===== src/dota_pkg.sv =====
// ---------------------------------------------------------------------------
// dota_pkg: shared types and constants of the daily on-time accumulator
// command codes, controller states, control/status bundles and field widths
// ---------------------------------------------------------------------------
package dota_pkg;

  // field widths
  localparam int unsigned EPOCH_W = 32;
  localparam int unsigned DAY_W   = 16;
  localparam int unsigned SEC_W   = 17;
  localparam int unsigned CNT_W   = 8;
  localparam int unsigned TOTAL_W = 25;
  localparam int unsigned HOURS_W = 21;

  localparam int unsigned BUCKETS_DEF = 8;

  // seconds in a day
  localparam logic [SEC_W-1:0] DAY_SECONDS = 17'd86400;

  // day number: 86400 = 675 * 2^7, day = ((t >> 7) * ceil(2^35 / 675)) >> 35
  localparam int unsigned          DAY_LO_W  = 7;
  localparam int unsigned          DAY_HI_W  = EPOCH_W - DAY_LO_W;
  localparam int unsigned          DAY_ODD_W = 10;
  localparam logic [DAY_ODD_W-1:0] DAY_ODD   = 10'd675;
  localparam int unsigned          DAY_RCP_W = 26;
  localparam logic [DAY_RCP_W-1:0] DAY_RCP   = 26'd50903317;
  localparam int unsigned          DAY_SHIFT = 35;

  // q8 hours: x*256/3600 = (x*16)/225 = ((x*16) * ceil(2^37 / 225)) >> 37
  localparam int unsigned           HDIV_W     = TOTAL_W + 4;
  localparam int unsigned           HOUR_RCP_W = 30;
  localparam logic [HOUR_RCP_W-1:0] HOUR_RCP   = 30'd610839794;
  localparam int unsigned           HOUR_SHIFT = 37;

  // steps after the load cycle: back product, then offset into the day
  localparam int unsigned DIV_STEPS = 2;
  localparam int unsigned DIV_CW    = $clog2(DIV_STEPS);

  typedef enum logic [1:0] {
    CMD_BEGIN  = 2'd0,
    CMD_SWITCH = 2'd1,
    CMD_QUERY  = 2'd2,
    CMD_IGNORE = 2'd3
  } cmd_e;

  typedef enum logic [3:0] {
    ST_IDLE,
    ST_START,
    ST_LOAD,
    ST_DIV,
    ST_CHUNK,
    ST_RD,
    ST_EV,
    ST_NEXT,
    ST_FINISH
  } ctrl_state_e;

  // controller to datapath
  typedef struct packed {
    logic latch;
    logic start;
    logic div_load;
    logic div_step;
    logic chunk;
    logic scan_rd;
    logic scan_ev;
    logic next_chunk;
    logic load_result;
  } dp_cmd_t;

  // datapath to controller
  typedef struct packed {
    cmd_e cmd;
    logic acc_needed;
    logic div_last;
    logic scan_last;
    logic scan_hit;
    logic last_chunk;
  } dp_stat_t;

endpackage


===== src/daily_on_time_accumulator.sv =====
// ---------------------------------------------------------------------------
// daily_on_time_accumulator: per-day switch on-time buckets with range query
// stream in commands, stream out one result word per command
// ---------------------------------------------------------------------------
// Keeps BUCKETS buckets of (day number, on-seconds), all day 0 / 0 s after
// reset. A begin word clears the on flag and records the epoch. A switch word
// adds the time since the recorded epoch (only if the switch was on and time
// moved forward) split at day boundaries of 86400 s, then records the new
// state and epoch; a chunk goes to the first bucket holding its day, else the
// first bucket with the smallest day is taken over and cleared. A query word
// sums the days query_day down to query_day-days_count+1 (not below day 0)
// and returns seconds plus hours in q8, floored. Non-query words return zero.
// One word is worked on at a time; the input takes the next word while a
// result still waits on the output, and the finish step of that next word
// waits until the earlier result is taken. Begin and unknown commands and a
// switch without accumulation go straight to the finish step. A query scans
// every bucket, then runs the reciprocal multiply for hours. A switch with
// accumulation runs the reciprocal multiply for day number and day offset,
// then for each day the interval touches scans the buckets (at least one, at
// most BUCKETS) until a match or the end. Each bucket takes a read step in the
// ram with registered read, then an evaluation step.
// ---------------------------------------------------------------------------
module daily_on_time_accumulator import dota_pkg::*; #(
  parameter int unsigned BUCKETS = BUCKETS_DEF
) (
  input  logic        clk_i,
  input  logic        rst_ni,
  // input word
  input  logic        s_axis_tvalid,
  output logic        s_axis_tready,
  input  logic [63:0] s_axis_tdata,  // switch_on, now_epoch[31:0], query_day[15:0],
                                     // days_count[7:0], zero fill
  input  logic [1:0]  s_axis_tuser,  // command
  // result word
  output logic        m_axis_tvalid,
  input  logic        m_axis_tready,
  output logic [47:0] m_axis_tdata   // total_seconds[24:0], hours_q8[20:0], zero fill
);

  dp_cmd_t            dp_cmd;
  dp_stat_t           dp_stat;
  logic [TOTAL_W-1:0] total_seconds;
  logic [HOURS_W-1:0] hours_q8;

  // sequencer: handshakes and step order
  dota_ctrl u_ctrl (
    .clk_i       (clk_i),
    .rst_ni      (rst_ni),
    .in_valid_i  (s_axis_tvalid),
    .in_ready_o  (s_axis_tready),
    .out_valid_o (m_axis_tvalid),
    .out_ready_i (m_axis_tready),
    .cmd_o       (dp_cmd),
    .stat_i      (dp_stat)
  );

  // datapath: fields unpacked from the input word, lowest bit first
  dota_datapath #(
    .BUCKETS (BUCKETS)
  ) u_datapath (
    .clk_i           (clk_i),
    .rst_ni          (rst_ni),
    .cmd_i           (dp_cmd),
    .stat_o          (dp_stat),
    .command_i       (s_axis_tuser),
    .switch_on_i     (s_axis_tdata[0]),
    .now_epoch_i     (s_axis_tdata[32:1]),
    .query_day_i     (s_axis_tdata[48:33]),
    .days_count_i    (s_axis_tdata[56:49]),
    .total_seconds_o (total_seconds),
    .hours_q8_o      (hours_q8)
  );

  // result word, held by the datapath result register until taken
  assign m_axis_tdata = {2'b00, hours_q8, total_seconds};

endmodule


===== src/dota_ram.sv =====
// ---------------------------------------------------------------------------
// dota_ram: generic single write, single read ram
// one write port, one read port with registered read data
// ---------------------------------------------------------------------------
module dota_ram #(
  parameter  int unsigned WIDTH = 33,
  parameter  int unsigned DEPTH = 8,
  localparam int unsigned AW    = (DEPTH > 1) ? $clog2(DEPTH) : 1
) (
  input  logic             clk_i,
  input  logic             we_i,
  input  logic [AW-1:0]    waddr_i,
  input  logic [WIDTH-1:0] wdata_i,
  input  logic             re_i,
  input  logic [AW-1:0]    raddr_i,
  output logic [WIDTH-1:0] rdata_o
);

  logic [WIDTH-1:0] mem_q [DEPTH];
  logic [WIDTH-1:0] rdata_q;

  always_ff @(posedge clk_i) begin
    if (we_i) begin
      mem_q[waddr_i] <= wdata_i;
    end
    if (re_i) begin
      rdata_q <= mem_q[raddr_i];
    end
  end

  assign rdata_o = rdata_q;

endmodule


===== src/dota_datapath.sv =====
// ---------------------------------------------------------------------------
// dota_datapath: timeline registers, bucket ram, divider and result register
// executes the commands of the controller one step at a time
// ---------------------------------------------------------------------------
module dota_datapath import dota_pkg::*; #(
  parameter int unsigned BUCKETS = BUCKETS_DEF
) (
  input  logic               clk_i,
  input  logic               rst_ni,
  input  dp_cmd_t            cmd_i,
  output dp_stat_t           stat_o,
  input  logic [1:0]         command_i,
  input  logic               switch_on_i,
  input  logic [EPOCH_W-1:0] now_epoch_i,
  input  logic [DAY_W-1:0]   query_day_i,
  input  logic [CNT_W-1:0]   days_count_i,
  output logic [TOTAL_W-1:0] total_seconds_o,
  output logic [HOURS_W-1:0] hours_q8_o
);

  localparam int unsigned AW = (BUCKETS > 1) ? $clog2(BUCKETS) : 1;
  localparam int unsigned EW = DAY_W + SEC_W;

  // latched item
  cmd_e               cmd_q;
  logic               on_q;
  logic [EPOCH_W-1:0] now_q;
  logic [DAY_W-1:0]   qday_q;
  logic [CNT_W-1:0]   count_q;

  // timeline state
  logic               was_on_q;
  logic [EPOCH_W-1:0] last_time_q;
  logic [BUCKETS-1:0] valid_q;

  // interval walk
  logic [EPOCH_W-1:0] remain_q;
  logic [DAY_W-1:0]   day_q;
  logic [SEC_W-1:0]   off_q;
  logic [SEC_W-1:0]   chunk_q;

  // bucket scan
  logic [AW-1:0]      addr_q;
  logic [AW-1:0]      pick_q;
  logic [DAY_W-1:0]   min_day_q;
  logic [TOTAL_W-1:0] total_q;

  // constant dividers
  logic [HOURS_W-1:0]  quo_hours_q;
  logic [DAY_HI_W-1:0] back_q;
  logic [DIV_CW-1:0]   div_cnt_q;

  // result register
  logic [TOTAL_W-1:0] res_total_q;
  logic [HOURS_W-1:0] res_hours_q;

  logic [DAY_HI_W+DAY_RCP_W-1:0] day_prod;
  logic [HDIV_W+HOUR_RCP_W-1:0]  hour_prod;
  logic [DAY_W+DAY_ODD_W-1:0]    back_full;
  logic [DAY_HI_W-1:0]           hi_rem;
  logic                          div_last;
  logic [SEC_W-1:0]   span;
  logic [SEC_W-1:0]   chunk_d;
  logic [EW-1:0]      rd_data;
  logic [DAY_W-1:0]   e_day;
  logic [SEC_W-1:0]   e_sec;
  logic               hit;
  logic               scan_last;
  logic [AW-1:0]      pick_d;
  logic [DAY_W-1:0]   min_day_d;
  logic [SEC_W:0]     sum;
  logic [SEC_W-1:0]   sat_sec;
  logic [DAY_W-1:0]   q_diff;
  logic               in_win;
  logic               ram_we;
  logic [AW-1:0]      ram_waddr;
  logic [EW-1:0]      ram_wdata;

  // day number and q8 hours by reciprocal multiplication, exact over the operand ranges
  assign day_prod  = {{DAY_RCP_W{1'b0}}, last_time_q[EPOCH_W-1:DAY_LO_W]}
                   * {{DAY_HI_W{1'b0}}, DAY_RCP};
  assign hour_prod = {{HOUR_RCP_W{1'b0}}, total_q, 4'b0000} * {{HDIV_W{1'b0}}, HOUR_RCP};

  // offset into the day: (t >> 7) - 675 * day, low 7 bits passed through
  assign back_full = {{DAY_ODD_W{1'b0}}, day_q} * {{DAY_W{1'b0}}, DAY_ODD};
  assign hi_rem    = last_time_q[EPOCH_W-1:DAY_LO_W] - back_q;
  assign div_last  = (div_cnt_q == DIV_CW'(DIV_STEPS - 1));

  // chunk up to the next day boundary
  assign span    = DAY_SECONDS - off_q;
  assign chunk_d = (remain_q < {{(EPOCH_W-SEC_W){1'b0}}, span}) ? remain_q[SEC_W-1:0] : span;

  // entry under the scan pointer, never-written entries read as day 0, 0 s
  assign e_day = valid_q[addr_q] ? rd_data[EW-1:SEC_W] : '0;
  assign e_sec = valid_q[addr_q] ? rd_data[SEC_W-1:0] : '0;

  assign hit       = (e_day == day_q);
  assign scan_last = (addr_q == AW'(BUCKETS - 1));

  // first entry with the smallest day
  always_comb begin
    pick_d    = pick_q;
    min_day_d = min_day_q;
    if (e_day < min_day_q) begin
      pick_d    = addr_q;
      min_day_d = e_day;
    end
  end

  assign sum     = {1'b0, e_sec} + {1'b0, chunk_q};
  assign sat_sec = (sum > {1'b0, DAY_SECONDS}) ? DAY_SECONDS : sum[SEC_W-1:0];

  // query window: qday - count < day <= qday, never below day 0
  assign q_diff = qday_q - e_day;
  assign in_win = (e_day <= qday_q) && (q_diff < {{(DAY_W-CNT_W){1'b0}}, count_q});

  assign ram_we    = cmd_i.scan_ev && (cmd_q == CMD_SWITCH) && (hit || scan_last);
  assign ram_waddr = hit ? addr_q : pick_d;
  assign ram_wdata = hit ? {day_q, sat_sec} : {day_q, chunk_q};

  dota_ram #(
    .WIDTH (EW),
    .DEPTH (BUCKETS)
  ) u_ram (
    .clk_i   (clk_i),
    .we_i    (ram_we),
    .waddr_i (ram_waddr),
    .wdata_i (ram_wdata),
    .re_i    (cmd_i.scan_rd),
    .raddr_i (addr_q),
    .rdata_o (rd_data)
  );

  // control state
  always_ff @(posedge clk_i or negedge rst_ni) begin
    if (!rst_ni) begin
      was_on_q    <= 1'b0;
      last_time_q <= '0;
      valid_q     <= '0;
      div_cnt_q   <= '0;
    end else begin
      if (ram_we) begin
        valid_q[ram_waddr] <= 1'b1;
      end
      if (cmd_i.div_load) begin
        div_cnt_q <= '0;
      end else if (cmd_i.div_step) begin
        div_cnt_q <= div_cnt_q + DIV_CW'(1);
      end
      if (cmd_i.load_result) begin
        if (cmd_q == CMD_BEGIN) begin
          was_on_q    <= 1'b0;
          last_time_q <= now_q;
        end else if (cmd_q == CMD_SWITCH) begin
          was_on_q    <= on_q;
          last_time_q <= now_q;
        end
      end
    end
  end

  // payload
  always_ff @(posedge clk_i) begin
    if (cmd_i.latch) begin
      cmd_q   <= cmd_e'(command_i);
      on_q    <= switch_on_i;
      now_q   <= now_epoch_i;
      qday_q  <= query_day_i;
      count_q <= days_count_i;
    end
    if (cmd_i.start) begin
      total_q <= '0;
      addr_q  <= '0;
    end
    if (cmd_i.div_load) begin
      remain_q    <= now_q - last_time_q;
      day_q       <= day_prod[DAY_SHIFT +: DAY_W];
      quo_hours_q <= hour_prod[HOUR_SHIFT +: HOURS_W];
    end
    if (cmd_i.div_step) begin
      if (div_last) begin
        off_q <= {hi_rem[SEC_W-DAY_LO_W-1:0], last_time_q[DAY_LO_W-1:0]};
      end else begin
        back_q <= back_full[DAY_HI_W-1:0];
      end
    end
    if (cmd_i.chunk) begin
      chunk_q   <= chunk_d;
      addr_q    <= '0;
      pick_q    <= '0;
      min_day_q <= '1;
    end
    if (cmd_i.scan_ev) begin
      addr_q    <= addr_q + AW'(1);
      pick_q    <= pick_d;
      min_day_q <= min_day_d;
      if ((cmd_q == CMD_QUERY) && in_win) begin
        total_q <= total_q + {{(TOTAL_W-SEC_W){1'b0}}, e_sec};
      end
    end
    if (cmd_i.next_chunk) begin
      remain_q <= remain_q - {{(EPOCH_W-SEC_W){1'b0}}, chunk_q};
      day_q    <= day_q + DAY_W'(1);
      off_q    <= '0;
    end
    if (cmd_i.load_result) begin
      res_total_q <= (cmd_q == CMD_QUERY) ? total_q : '0;
      res_hours_q <= (cmd_q == CMD_QUERY) ? quo_hours_q : '0;
    end
  end

  assign stat_o.cmd        = cmd_q;
  assign stat_o.acc_needed = was_on_q && (now_q > last_time_q);
  assign stat_o.div_last   = div_last;
  assign stat_o.scan_last  = scan_last;
  assign stat_o.scan_hit   = hit;
  assign stat_o.last_chunk = (remain_q == {{(EPOCH_W-SEC_W){1'b0}}, chunk_q});

  assign total_seconds_o = res_total_q;
  assign hours_q8_o      = res_hours_q;

  // a chunk is never empty and never longer than a day
  a_chunk_range: assert property (@(posedge clk_i) disable iff (!rst_ni)
    (cmd_i.scan_ev && (cmd_q == CMD_SWITCH)) |-> ((chunk_q != '0) && (chunk_q <= DAY_SECONDS)))
    else $error("chunk out of range");

  // the interval walk never consumes more than what is left
  a_remain_covers: assert property (@(posedge clk_i) disable iff (!rst_ni)
    cmd_i.next_chunk |-> (remain_q >= {{(EPOCH_W-SEC_W){1'b0}}, chunk_q}))
    else $error("interval walk underflow");

  // bucket seconds stay saturated at one day
  a_bucket_sat: assert property (@(posedge clk_i) disable iff (!rst_ni)
    ram_we |-> (ram_wdata[SEC_W-1:0] <= DAY_SECONDS))
    else $error("bucket seconds above one day");

endmodule


===== src/dota_ctrl.sv =====
// ---------------------------------------------------------------------------
// dota_ctrl: sequencing state machine of the daily on-time accumulator
// steps the datapath through divide, interval walk and bucket scans
// ---------------------------------------------------------------------------
module dota_ctrl import dota_pkg::*; (
  input  logic     clk_i,
  input  logic     rst_ni,
  input  logic     in_valid_i,
  output logic     in_ready_o,
  output logic     out_valid_o,
  input  logic     out_ready_i,
  output dp_cmd_t  cmd_o,
  input  dp_stat_t stat_i
);

  ctrl_state_e state_q, state_d;
  logic        out_valid_q, out_valid_d;

  always_ff @(posedge clk_i or negedge rst_ni) begin
    if (!rst_ni) begin
      state_q     <= ST_IDLE;
      out_valid_q <= 1'b0;
    end else begin
      state_q     <= state_d;
      out_valid_q <= out_valid_d;
    end
  end

  always_comb begin
    state_d     = state_q;
    cmd_o       = '0;
    in_ready_o  = 1'b0;
    out_valid_d = out_valid_q && !out_ready_i;
    case (state_q)
      ST_IDLE: begin
        in_ready_o = 1'b1;
        if (in_valid_i) begin
          cmd_o.latch = 1'b1;
          state_d     = ST_START;
        end
      end
      ST_START: begin
        cmd_o.start = 1'b1;
        case (stat_i.cmd)
          CMD_QUERY:  state_d = ST_RD;
          CMD_SWITCH: state_d = stat_i.acc_needed ? ST_LOAD : ST_FINISH;
          default:    state_d = ST_FINISH;
        endcase
      end
      ST_LOAD: begin
        cmd_o.div_load = 1'b1;
        state_d        = ST_DIV;
      end
      ST_DIV: begin
        cmd_o.div_step = 1'b1;
        if (stat_i.div_last) begin
          state_d = (stat_i.cmd == CMD_QUERY) ? ST_FINISH : ST_CHUNK;
        end
      end
      ST_CHUNK: begin
        cmd_o.chunk = 1'b1;
        state_d     = ST_RD;
      end
      ST_RD: begin
        cmd_o.scan_rd = 1'b1;
        state_d       = ST_EV;
      end
      ST_EV: begin
        cmd_o.scan_ev = 1'b1;
        if (stat_i.cmd == CMD_QUERY) begin
          state_d = stat_i.scan_last ? ST_LOAD : ST_RD;
        end else begin
          state_d = (stat_i.scan_hit || stat_i.scan_last) ? ST_NEXT : ST_RD;
        end
      end
      ST_NEXT: begin
        cmd_o.next_chunk = 1'b1;
        state_d          = stat_i.last_chunk ? ST_FINISH : ST_CHUNK;
      end
      ST_FINISH: begin
        if (!out_valid_q || out_ready_i) begin
          cmd_o.load_result = 1'b1;
          out_valid_d       = 1'b1;
          state_d           = ST_IDLE;
        end
      end
      default: begin
        state_d = ST_IDLE;
      end
    endcase
  end

  assign out_valid_o = out_valid_q;

  // a result appears only when the finish step loads it
  a_result_source: assert property (@(posedge clk_i) disable iff (!rst_ni)
    $rose(out_valid_q) |-> $past(state_q == ST_FINISH))
    else $error("result without finish step");

  // every evaluation follows its ram read
  a_read_then_eval: assert property (@(posedge clk_i) disable iff (!rst_ni)
    (state_q == ST_EV) |-> $past(state_q == ST_RD))
    else $error("scan evaluated without read");

  // a pending result is never overwritten before it is taken
  a_no_overwrite: assert property (@(posedge clk_i) disable iff (!rst_ni)
    (cmd_o.load_result && out_valid_q) |-> out_ready_i)
    else $error("pending result overwritten");

endmodule


===== config.mk =====
export PLATFORM = sky130hd
export DESIGN_NAME = daily_on_time_accumulator
export DESIGN_NICKNAME = d
export VERILOG_FILES = /design/src/dota_pkg.sv /design/src/daily_on_time_accumulator.sv /design/src/dota_ram.sv /design/src/dota_datapath.sv /design/src/dota_ctrl.sv
export SDC_FILE = /design/constraint.sdc
export NUM_CORES = 2
export LEC_CHECK = 0
export BUFFER_PORTS_ARGS = -buffer_cell sky130_fd_sc_hd__buf_2
export CELL_PAD_IN_SITES_DETAIL_PLACEMENT = 1
export CELL_PAD_IN_SITES_GLOBAL_PLACEMENT = 1
export CORE_UTILIZATION = 42
export CTS_CLUSTER_DIAMETER = 30
export CTS_CLUSTER_SIZE = 14
export DETAILED_ROUTE_END_ITERATION = 6
export PLACE_DENSITY = 0.76
export SLEW_MARGIN = 20
export SYNTH_ARGS = -nofsm -noshare
export SYNTH_HDL_FRONTEND = slang
export SYNTH_HIERARCHICAL = 1
export SYNTH_SLANG_ARGS = --single-unit

===== constraint.sdc =====
create_clock -name clk_i -period 6.6 [get_ports clk_i]
set_clock_uncertainty 0.05 [all_clocks]
set_input_delay 0.33 -clock clk_i [delete_from_list [all_inputs] [get_ports clk_i]]
set_output_delay 0.33 -clock clk_i [all_outputs]
set_load 0.01 [all_outputs]

==> results.ini <==
[synthesis]
synth_top_cell_by_area=edfxtp_1
synth-simple-area-share=0.0777
synth_top_family_by_area=adder cells
synth_edf_count=520
synth_cell_types=94
synthCells=4458
synth-xor-area-share=0.0293
synthAdderAreaFrac=0.350
synthMuxAreaShare=0.0478
synth.most_common_cell=inv_1
synthTopCellsByArea=edfxtp_1 (30%), ha_1 (18%), fa_1 (17%)
async_reset_ff_frac=0.0772
synth_common_cells=inv_1 (817), ha_1 (755), edfxtp_1 (520), fa_1 (428), nand2_1 (229)
syn_area_um2=51400
ys_dominant_reg_cell=edfxtp_1
syn_avg_cell_area_um2=11.5
synth_compound_area_frac=0.0838
yosysSeqAreaShare=0.343
synth_seq_cells=609
synth_top_area_share=0.304
synth_warnings=6

[sta]
setup_tns_ns=-0.0554
max_freq_mhz=151
tightest_slew_ns=1.18
drv_slew=0
holdWs_ns=0.0814
period_needed_ns=6.63
hold_viol_final=0
finalCritPeriodShare=1.00
rsz0062_at_grt=yes
relSlewSlack=0.208
setup_violations=2
setup_slack_ns=-0.0330

[clock_network]
path_clk_slew_ns=0.05
clock-sinks=609
cts.path.max_buffers=3
numCtsBuffers=152
cts_max_level=4
insertion_delay_ns=0.79
root_buffer=clkbuf_16
cts_tree=built

[placement]
hpwl_um=118000
place_area_um2=56100
globalplace.congestion=0.944
portBuffers=110

[cells_and_area]
nNetsFinal=6287
drive_above_1_share=0.190
areaGrowthSynthToFinish_pct=22.7
final_area_um2=63100

[outcome]
violations=setup timing
run_status=complete, but fails checks

[global_routing]
first_global_vias=41600
antenna_found_initial=2
grt_pass1_wl_um=245000
grt-ovfl-total=0
track_usage=0.262
grt_start_max_net_pins=68

[route]
firstDrtPassIters=5
wire_per_inst_um=23.6
via_per_inst=5.44
drt_iter0_drc=2297
drc=0
ant_nets=0
vias=36900
wl_um=160000

[floorplanning]
pin_count=120
rows=127
die_x_um=352
start_util=0.426
die_y_um=352
core-area_um2=121000
fp.dieArea_um2=124000

[setup_path]
critPathKind=reg2reg
critPathMaxFanout=6
cp.arrival_ns=7.11
crit_chain=inv_1, ha_1, fa_1, inv_1, fa_1, fa_1, fa_1, inv_1, fa_2, inv_1, fa_1, ha_4, a21oi_4, a2bb2oi_2, a211oi_2, or3_4, a21oi_4, a31oi_4, and4_4, o41ai_4, o221ai_2, xnor2_1
slowest_delay_ns=0.59
startpoint_type=register
cp-end-kind=register
cp.required_ns=7.08
crit_path_frequent_cell=fa_1
slowest_stage=fa_1

[run]
max_cap_violations=0

[worst_hold_path]
min_path_type=in2reg

-- layer usage --
metal	up-vias	GRT usage	share of wire
li1	16600	-	-
met1	18900	0.309	0.40
met2	993	0.466	0.51
met3	376	0.0408	0.045
met4	0	0.124	0.047
met5	-	0	0
-- metrics by stage --
stage | std cells | util | worst slack, ns
after global routing | 6775 | 0.523 | -0.221
final | 6776 | 0.523 | -0.0330
after CTS | 6768 | 0.519 | -0.0516
after floorplan | 4459 | - | -0.00234
after detailed placement | 6419 | 0.465 | -0.397
after global placement | 6419 | 0.465 | -0.284
-- registers in the layout, indices dropped and copies added (netlist names), 4 cells and up --
signal                      cells
u_ctrl/state_q                  4
u_datapath/back_q              10
u_datapath/chunk_q             17
u_datapath/count_q              8
u_datapath/day_q               16
u_datapath/hours_q8_o          21
u_datapath/last_time_q         32
u_datapath/min_day_q           16
u_datapath/now_q               32
u_datapath/off_q               17
u_datapath/qday_q              16
u_datapath/quo_hours_q         21
u_datapath/remain_q            32
u_datapath/total_q             25
u_datapath/total_seconds_o     25
u_datapath/u_ram/mem_q        264
u_datapath/u_ram/rdata_o       33
u_datapath/valid_q              8
-- cells in the final DEF, fill, tap and decap left out, types with 30 or more instances in the layout --
master and instances:
a21oi_1 151, nor3_1 39, inv_1 806, nor2_1 121
buf_2 110, xor2_1 66, mux4_2 62, nand2b_1 39
nor2b_1 47, nand2_1 227, o21ai_0 150, o21a_1 30
dlygate4sd3_1 60, and2_1 76, clkbuf_16 152, fa_1 418
mux2_2 42, ha_1 727, edfxtp_1 520, nand3_1 44
a21o_1 110, xnor2_1 102, buf_4 329, mux2i_1 39
dfrtp_1 40
-- cell families (layout without fill, tap and decap cells) --
group,after synthesis,after routing
compound gates,663,663
xor+xnor,171,171
fa+ha+maj,1183,1183
buf+inv,904,1608
flops,609,609
mux,151,151
other cells,1,3
simple gates,776,776
-- worst max-delay path, delay by kind of cell (launching register included) --
family | cells | cell delay, ns
adders and majority gates | 8 | 3.65
and+or+nand+nor | 2 | 0.63
AOI/OAI and AO/OA | 7 | 1.20
DFF | 1 | 0.39
buffers and inverters | 4 | 0.28
xor gates and xnor gates | 1 | 0.14
-- path summary, 6_finish.rpt --
check                                                       start                                      to  slack (ns)  cells past startpoint
worst min register to register  u_datapath/valid_q[6]$_DFFE_PN0P_       u_datapath/valid_q[6]$_DFFE_PN0P_        0.40                      1
worst max-delay path               u_datapath/total_q[17]$_DFF_P_    u_datapath/quo_hours_q[20]$_DFFE_PP_       -0.03                     22
max in group asynchronous                                  rst_ni  u_datapath/last_time_q[26]$_DFFE_PN0P_        5.58                      3
worst max register to register     u_datapath/total_q[17]$_DFF_P_    u_datapath/quo_hours_q[20]$_DFFE_PP_       -0.03                     22
worst min-delay path                                s_axis_tvalid           u_ctrl/state_q[0]$_DFFE_PN0P_        0.08                      4
min in group asynchronous                                  rst_ni           u_ctrl/state_q[1]$_DFFE_PN0P_        0.22                      3
-- repair_timing --
action | CTS | global route
hold endpoints to repair | 106 | 0
hold buffers | 60 | 0
resized for setup | 84 | 74
setup buffers | 6 | 8
endpoints found under the setup margin | 25 | 25
pin swaps | 51 | 50
-- layout make-up --
cell class / instances / area (um^2)
Antenna cell: 1 / 2.50
Clock buffer: 179 / 3980
Clock inverter: 104 / 1570
Fill cell: 12600 / 57500
Inverter: 818 / 3070
Multi-Input combinational cell: 2946 / 31100
Sequential cell: 609 / 17700
Tap cell: 1612 / 2020
Timing Repair Buffer: 507 / 3710
Power is not shown: default switching activity piles up to over one toggle a cycle in this logic, so the estimate is an artifact.
